[src/rtl/core/kslp_pkg.sv]
// Shared constants and types for the short/long key press detector.
package kslp_pkg;

   // Width of the tick prescaler and the hold counter.
   localparam int COUNT_WIDTH = 8;
   // Width of the two limit registers.
   localparam int LIMIT_WIDTH = 8;
   // Common width used when a counter is compared with a limit.
   localparam int CMP_WIDTH = (COUNT_WIDTH > LIMIT_WIDTH) ? COUNT_WIDTH : LIMIT_WIDTH;
   localparam int CSR_INDEX_WIDTH = 1;

   // Register indexes on the configuration port.
   localparam logic [CSR_INDEX_WIDTH-1:0] REG_PRESCALE_LIMIT   = 1'd0;
   localparam logic [CSR_INDEX_WIDTH-1:0] REG_LONG_PRESS_LIMIT = 1'd1;

   // Reset values of the limit registers.
   localparam logic [LIMIT_WIDTH-1:0] PRESCALE_LIMIT_RESET   = 8'd5;
   localparam logic [LIMIT_WIDTH-1:0] LONG_PRESS_LIMIT_RESET = 8'd120;

   // Transaction kinds carried by the action field.
   localparam logic ACTION_TICK = 1'b0;
   localparam logic ACTION_READ = 1'b1;

   // Key event codes.
   localparam logic [1:0] EV_NONE  = 2'd0;
   localparam logic [1:0] EV_SHORT = 2'd1;
   localparam logic [1:0] EV_LONG  = 2'd2;

   // Configuration seen by the scan logic.
   typedef struct packed {
      logic [LIMIT_WIDTH-1:0] prescale_limit;
      logic [LIMIT_WIDTH-1:0] long_press_limit;
   } cfg_type;

   // Per-cycle control from the transaction stage to the scan logic.
   typedef struct packed {
      logic step;
      logic read;
      logic pressed;
   } scan_ctrl_type;

endpackage

[src/rtl/core/kslp_scan.sv]
// Tick prescaler, three-state key scan machine and latched key event.
module kslp_scan (
   input  logic                    clock,
   input  logic                    reset,
   input  kslp_pkg::cfg_type       cfg,
   input  kslp_pkg::scan_ctrl_type ctrl,
   output logic [1:0]              pending_event
);

   localparam int CW = kslp_pkg::CMP_WIDTH;
   localparam int NW = kslp_pkg::COUNT_WIDTH;

   typedef enum logic [1:0] {
      ST_CHECK,
      ST_CONFIRM,
      ST_RELEASE
   } scan_state_type;

   scan_state_type  state_ff, state_in;
   logic [NW-1:0]   tick_count_ff, tick_count_in;
   logic [NW-1:0]   hold_count_ff, hold_count_in;
   logic            confirmed_mark_ff, confirmed_mark_in;
   logic [1:0]      pending_event_ff, pending_event_in;

   logic [NW-1:0]   tick_sum;
   logic [NW-1:0]   hold_sum;
   logic            scan_run;

   // Prescaler: a scan runs once the incremented count passes the limit.
   assign tick_sum = tick_count_ff + NW'(1);
   assign hold_sum = hold_count_ff + NW'(1);
   assign scan_run = ctrl.step && (CW'(tick_sum) > CW'(cfg.prescale_limit));

   // Next-state logic for one tick or read transaction.
   always_comb begin
      state_in          = state_ff;
      tick_count_in     = tick_count_ff;
      hold_count_in     = hold_count_ff;
      confirmed_mark_in = confirmed_mark_ff;
      pending_event_in  = pending_event_ff;

      if (ctrl.read) begin
         pending_event_in = kslp_pkg::EV_NONE;
      end

      if (ctrl.step) begin
         tick_count_in = scan_run ? '0 : tick_sum;
      end

      if (scan_run) begin
         case (state_ff)
            ST_CHECK: begin
               if (ctrl.pressed) begin
                  state_in = ST_CONFIRM;
               end
               hold_count_in     = '0;
               confirmed_mark_in = 1'b0;
            end
            ST_CONFIRM: begin
               if (ctrl.pressed) begin
                  confirmed_mark_in = 1'b1;
                  hold_count_in     = hold_sum;
                  // Long press is reported while the key is still held.
                  if (CW'(hold_sum) > CW'(cfg.long_press_limit)) begin
                     pending_event_in  = kslp_pkg::EV_LONG;
                     hold_count_in     = '0;
                     confirmed_mark_in = 1'b0;
                     state_in          = ST_RELEASE;
                  end
               end else if (confirmed_mark_ff) begin
                  pending_event_in = kslp_pkg::EV_SHORT;
                  state_in         = ST_RELEASE;
               end else begin
                  // A press seen for one scan only is a glitch.
                  state_in = ST_CHECK;
               end
            end
            ST_RELEASE: begin
               if (!ctrl.pressed) begin
                  state_in = ST_CHECK;
               end
            end
            default: begin
               state_in = ST_CHECK;
            end
         endcase
      end
   end

   // State and event registers.
   always_ff @(posedge clock) begin
      if (reset) begin
         state_ff          <= ST_CHECK;
         tick_count_ff     <= '0;
         hold_count_ff     <= '0;
         confirmed_mark_ff <= 1'b0;
         pending_event_ff  <= kslp_pkg::EV_NONE;
      end else begin
         state_ff          <= state_in;
         tick_count_ff     <= tick_count_in;
         hold_count_ff     <= hold_count_in;
         confirmed_mark_ff <= confirmed_mark_in;
         pending_event_ff  <= pending_event_in;
      end
   end

   assign pending_event = pending_event_ff;

   // A read always leaves no event behind.
   a_read_clears: assert property (@(posedge clock) disable iff (reset)
      ctrl.read |=> (pending_event_ff == kslp_pkg::EV_NONE))
      else $error("pending event not cleared by read");

   // The prescaler only moves on a tick transaction.
   a_tick_hold: assert property (@(posedge clock) disable iff (reset)
      !ctrl.step |=> $stable(tick_count_ff))
      else $error("tick count changed without a tick");

   // The event changes only through a tick or a read.
   a_event_hold: assert property (@(posedge clock) disable iff (reset)
      (!ctrl.step && !ctrl.read) |=> $stable(pending_event_ff))
      else $error("pending event changed without a transaction");

endmodule

[src/rtl/core/key_short_long_press_detector.sv]
// Top level of the debounced short/long key press detector.
// A read transaction's response is registered when the held read proceeds.
// One transaction per cycle unless a response is stalled; ticks give no response.
// The input register and the response register are each one stage deep.
// Reset is synchronous and active high; limits return to 5 and 120.
// After reset the scan is in its check state with no pending event.
module key_short_long_press_detector (
   input  logic                                   clock,
   input  logic                                   reset,
   input  logic                                   req_valid,
   output logic                                   req_ready,
   input  logic                                   req_action,
   input  logic                                   req_key_level,
   output logic                                   rsp_valid,
   input  logic                                   rsp_ready,
   output logic [1:0]                             rsp_key_event,
   input  logic                                   csr_write_enable,
   input  logic [kslp_pkg::CSR_INDEX_WIDTH-1:0]   csr_index,
   input  logic [kslp_pkg::LIMIT_WIDTH-1:0]       csr_write_data
);

   kslp_pkg::cfg_type       cfg_ff;
   kslp_pkg::scan_ctrl_type ctrl;

   logic       in_valid_ff;
   logic       in_action_ff;
   logic       in_level_ff;
   logic       rsp_valid_ff;
   logic [1:0] rsp_key_event_ff;
   logic [1:0] pending_event;
   logic       out_free;
   logic       fire;

   // Configuration registers.
   always_ff @(posedge clock) begin
      if (reset) begin
         cfg_ff.prescale_limit   <= kslp_pkg::PRESCALE_LIMIT_RESET;
         cfg_ff.long_press_limit <= kslp_pkg::LONG_PRESS_LIMIT_RESET;
      end else if (csr_write_enable) begin
         case (csr_index)
            kslp_pkg::REG_PRESCALE_LIMIT:   cfg_ff.prescale_limit   <= csr_write_data;
            kslp_pkg::REG_LONG_PRESS_LIMIT: cfg_ff.long_press_limit <= csr_write_data;
            default: ;
         endcase
      end
   end

   // The held transaction proceeds when the response register can take a result.
   assign out_free  = !rsp_valid_ff || rsp_ready;
   assign fire      = in_valid_ff && out_free;
   assign req_ready = !in_valid_ff || out_free;

   // Input register.
   always_ff @(posedge clock) begin
      if (reset) begin
         in_valid_ff <= 1'b0;
      end else if (req_ready) begin
         in_valid_ff <= req_valid;
      end
   end

   always_ff @(posedge clock) begin
      if (req_ready && req_valid) begin
         in_action_ff <= req_action;
         in_level_ff  <= req_key_level;
      end
   end

   assign ctrl.step    = fire && (in_action_ff == kslp_pkg::ACTION_TICK);
   assign ctrl.read    = fire && (in_action_ff == kslp_pkg::ACTION_READ);
   assign ctrl.pressed = !in_level_ff;

   kslp_scan u_scan (
      .clock         (clock),
      .reset         (reset),
      .cfg           (cfg_ff),
      .ctrl          (ctrl),
      .pending_event (pending_event)
   );

   // Response register.
   always_ff @(posedge clock) begin
      if (reset) begin
         rsp_valid_ff <= 1'b0;
      end else if (out_free) begin
         rsp_valid_ff <= ctrl.read;
      end
   end

   always_ff @(posedge clock) begin
      if (ctrl.read) begin
         rsp_key_event_ff <= pending_event;
      end
   end

   assign rsp_valid     = rsp_valid_ff;
   assign rsp_key_event = rsp_key_event_ff;

   // A response appears only after a read transaction was processed.
   a_rsp_from_read: assert property (@(posedge clock) disable iff (reset)
      $rose(rsp_valid_ff) |-> $past(ctrl.read))
      else $error("response without a read");

   // The unused event code never reaches the response.
   a_rsp_code: assert property (@(posedge clock) disable iff (reset)
      rsp_valid_ff |-> (rsp_key_event_ff != 2'd3))
      else $error("invalid key event code");

endmodule

[config.mk]
export PLATFORM = sky130hd
export DESIGN_NAME = key_short_long_press_detector
export DESIGN_NICKNAME = d
export VERILOG_FILES = /design/src/rtl/core/kslp_pkg.sv /design/src/rtl/core/kslp_scan.sv /design/src/rtl/core/key_short_long_press_detector.sv
export SDC_FILE = /design/constraint.sdc
export NUM_CORES = 1
export LEC_CHECK = 0
export ABC_CLOCK_PERIOD_IN_PS = 4300
export BUFFER_PORTS_ARGS = -buffer_cell sky130_fd_sc_hd__buf_2
export CAP_MARGIN = 20
export CORE_ASPECT_RATIO = 1.1
export CORE_MARGIN = 3
export CORE_UTILIZATION = 64
export CTS_CLUSTER_DIAMETER = 40
export CTS_CLUSTER_SIZE = 16
export DETAILED_ROUTE_END_ITERATION = 7
export PLACE_DENSITY = 0.85
export SETUP_SLACK_MARGIN = 0.2
export SLEW_MARGIN = 20
export SYNTH_ARGS = -nofsm -noshare
export SYNTH_HDL_FRONTEND = slang
export SYNTH_HIERARCHICAL = 1
export SYNTH_SLANG_ARGS = --single-unit
[constraint.sdc]
create_clock -name clock -period 4.3 [get_ports clock]
set_clock_uncertainty 0.05 [all_clocks]
set_input_delay 0.43 -clock clock [delete_from_list [all_inputs] [get_ports clock]]
set_output_delay 0.43 -clock clock [all_outputs]
set_load 0.02 [all_outputs]
==> results.json <==
{
  "grt_usage": 0.229,
  "cts.repair.resized": 0,
  "synth.net_count": 300,
  "fin_util": 0.740,
  "async_reset_ff_frac": 0,
  "cts_inserted_buffers": 5,
  "num-fill-cells": 285,
  "synth_compound_area_frac": 0.167,
  "ir_drop_mv": 0.339,
  "number_of_clock_sinks_seen_by_cts": 43,
  "finalNetCount": 318,
  "firstDrtPassIters": 4,
  "worstSetupStartpointType": "register",
  "cts.htree.levels": 2,
  "slew_viol_final": 0,
  "min_period_over_period": 0.757,
  "hold_viol": 0,
  "vias_post_dr": 1918,
  "clock_pin_slew_on_the_worst_setup_and_hold_paths_ps": 130,
  "first_global_vias": 1895,
  "post_route_cell_area_um2": 2570,
  "worstPathRequired_ps": 4510,
  "synth-adder-area-share": 0.0941,
  "detail_route.drc_violations": 0,
  "place_area_um2": 2490,
  "use_met3": 0.0402,
  "boundaryPins": 20,
  "grt.met1_usage": 0.272,
  "setup_total_negative_slack_ps": 0,
  "start_util": 0.690,
  "timing.hold.worst.class": "in2reg",
  "tritoncts": "done",
  "post_route_ant_nets": 0,
  "synth_top_family_by_area": "simple AND/OR/NAND/NOR gates",
  "fp.coreArea_um2": 3470,
  "first_pass_grt_wire_length_um": 8240,
  "setup_viol_count_final": 0,
  "syn_area_um2": 2390,
  "die_width_um": 64.3,
  "routed_via_density": 5.76,
  "floorplan.die_area_um2": 4510,
  "io_buffers": 19,
  "criticalPathCategory": "reg2reg",
  "totalWireLength_um": 4700,
  "grt_busiest_layer": "met2",
  "max_slew_margin": 0.514,
  "core.rowCount": 22,
  "edff_count_synth": 4,
  "instances_no_fill": 333,
  "gr-total-overflow": 0,
  "postSynthCellCount": 266,
  "post_synth.cell_area_avg_um2": 8.99,
  "dr.first_iter.drc_count": 135,
  "ys_warn_count": 6,
  "layout-drive-gt1-share": 0.140,
  "clk_latency_ps": 360,
  "post_synth_xor_area_fraction": 0.0366,
  "antenna_found_initial": 0,
  "tightest_slew_ps": 729,
  "count_of_distinct_cell_types_in_the_synthesized_netlist": 51,
  "rsz0062_at_grt": "false",
  "grtUsageMet2": 0.399,
  "synthesis_to_layout_area_growth_pct": 7.32,
  "post_cts_buffers": 0,
  "routed_wire_length_per_instance_um": 14.1,
  "synth_sequential_area_ratio": 0.377,
  "ctsHoldBuffers": 0,
  "yosys.area_share.simple": 0.240,
  "yosys_register_bits": 43,
  "gpl.final_weighted_congestion": 0.810,
  "grt_start_max_net_pins": 42,
  "power_per_cell_area_nw_per_um2": 287,
  "clock_tree.root_cell": "clkbuf_4",
  "outcome": "completed",
  "worst-endpoint-arrival_ps": 3470,
  "clock_path_buffers": 2,
  "cap_violations": 0,
  "setup.worst_path.end_class": "register",
  "die_height_um": 70.1,
  "final_period_demand_of_the_worst_path_ps": 3260,
  "insertedDiodeCount": 0,
  "muxShareOfSynthArea": 0.0298,
  "ys.flop_type": "dfxtp_1",
  "leakage_nw": 1.11,
  "timing.critical_path.fanout_max": 17,
  "place_inst": 325,
  "fmax_ghz": 0.307,
  "sum_of_net_half_perimeters_after_detailed_placement_um": 3420
}
worst max-delay path: stages, from the launching register on:
cell and delay [ps]:
dfxtp_1 440, nand3_1 180, nor2_1 260, nand3_1 130, xnor2_1 160, ha_1 320, nand4_1 130, o21a_1 200
a32oi_2 590, or3_4 300, nor2_4 60, a221o_1 350
path summary, 6_finish.rpt:
check	slack [ps]	cells past startpoint	startpoint	end
setup / recovery	1040	11	u_scan/tick_count_ff[2]$_SDFFE_PP0P_	u_scan/hold_count_ff[2]$_SDFFE_PP0P_
hold / removal	190	1	req_key_level	in_level_ff$_DFFE_PP_
setup reg to reg	1040	11	u_scan/tick_count_ff[2]$_SDFFE_PP0P_	u_scan/hold_count_ff[2]$_SDFFE_PP0P_
hold reg to reg	400	0	u_scan/pending_event[1]$_SDFF_PP0_	rsp_key_event[1]$_DFFE_PP_
Yosys cell counts (all sizes together), types with 2 or more instances:
cell / instances / share of area
a21o: 2 / 0.0063
nand3: 12 / 0.025
nand2: 26 / 0.044
and2: 2 / 0.0052
a31oi: 2 / 0.0052
xor2: 6 / 0.022
or2: 2 / 0.0052
nand3b: 3 / 0.0094
xnor2: 4 / 0.015
a211o: 5 / 0.018
buf: 7 / 0.022
edfxtp: 4 / 0.050
inv: 21 / 0.033
dfxtp: 39 / 0.33
a21oi: 22 / 0.048
nand4bb: 4 / 0.019
a21bo: 2 / 0.0084
ha: 18 / 0.094
o21ai: 12 / 0.025
nand2b: 12 / 0.031
nor2b: 6 / 0.016
nand4: 5 / 0.013
mux2i: 6 / 0.025
or3: 4 / 0.013
a22o: 4 / 0.015
nor2: 14 / 0.026
a211oi: 2 / 0.0063
and3: 5 / 0.013
nor3b: 2 / 0.0063
power by group:
| group | internal, mW | switching (mW) |
|---|---|---|
| logic | 0.0272 | 0.0378 |
| clock network | 0.120 | 0.131 |
| registers | 0.415 | 0.00598 |
| total | 0.562 | 0.175 |
area by class of cell:
cell class / count / area, um^2 / share of cell area
sequential: 43 / 901 / 0.351
clock inverter: 3 / 38.8 / 0.0151
timing repair buffer: 19 / 95.1 / 0.0370
clock buffer: 5 / 37.5 / 0.0146
multi-input combinational: 194 / 1360 / 0.528
inverter: 21 / 78.8 / 0.0307
tap: 48 / 60.1 / 0.0234
cells in the final DEF (no fill, tap or decap), types with 6 or more instances in the layout:
cell,Yosys,layout
dfxtp_1,39,39
nand2_1,25,25
a21oi_1,21,21
inv_1,20,20
buf_2,3,19
ha_1,18,18
nand2b_1,12,12
nand3_1,12,12
nor2_1,12,12
o21ai_0,10,10
nor2b_1,6,6
mux2i_1,6,6
xor2_1,6,6
layer usage:
metal / routed length, um / up-vias
li1: - / 976
met1: 2110 / 903
met2: 2440 / 32
met3: 97 / 7
met4: 55 / 0
met5: 0 / -
stage by stage:
stage	worst slack [ps]	power [mW]	hold slack, ps
2_1_floorplan	1600	0.477	358
3_3_place_gp	1170	0.493	365
3_5_place_dp	1070	0.495	371
4_1_cts	1070	0.740	182
5_1_grt	699	0.766	172
6_report	1040	0.737	192
cells by family after synthesis:
| group | count (synthesis) |
|---|---|
| and+or+nand+nor | 100 |
| AOI/OAI and AO/OA | 59 |
| DFF | 43 |
| adders and majority gates | 18 |
| buffers and inverters | 29 |
| xor gates and xnor gates | 10 |
| muxes | 7 |
sequential cells by signal, indices dropped and copies added (netlist names):
| signal | flops |
|---|---|
| u_scan/state_ff | 2 |
| u_scan/hold_count_ff | 8 |
| cfg_ff | 16 |
| rsp_key_event | 2 |
| in_level_ff | 1 |
| u_scan/pending_event | 2 |
| in_valid_ff | 1 |
| rsp_valid | 1 |
| u_scan/tick_count_ff | 8 |
| u_scan/confirmed_mark_ff | 1 |
| in_action_ff | 1 |
Power figures use the tool's default switching activity.
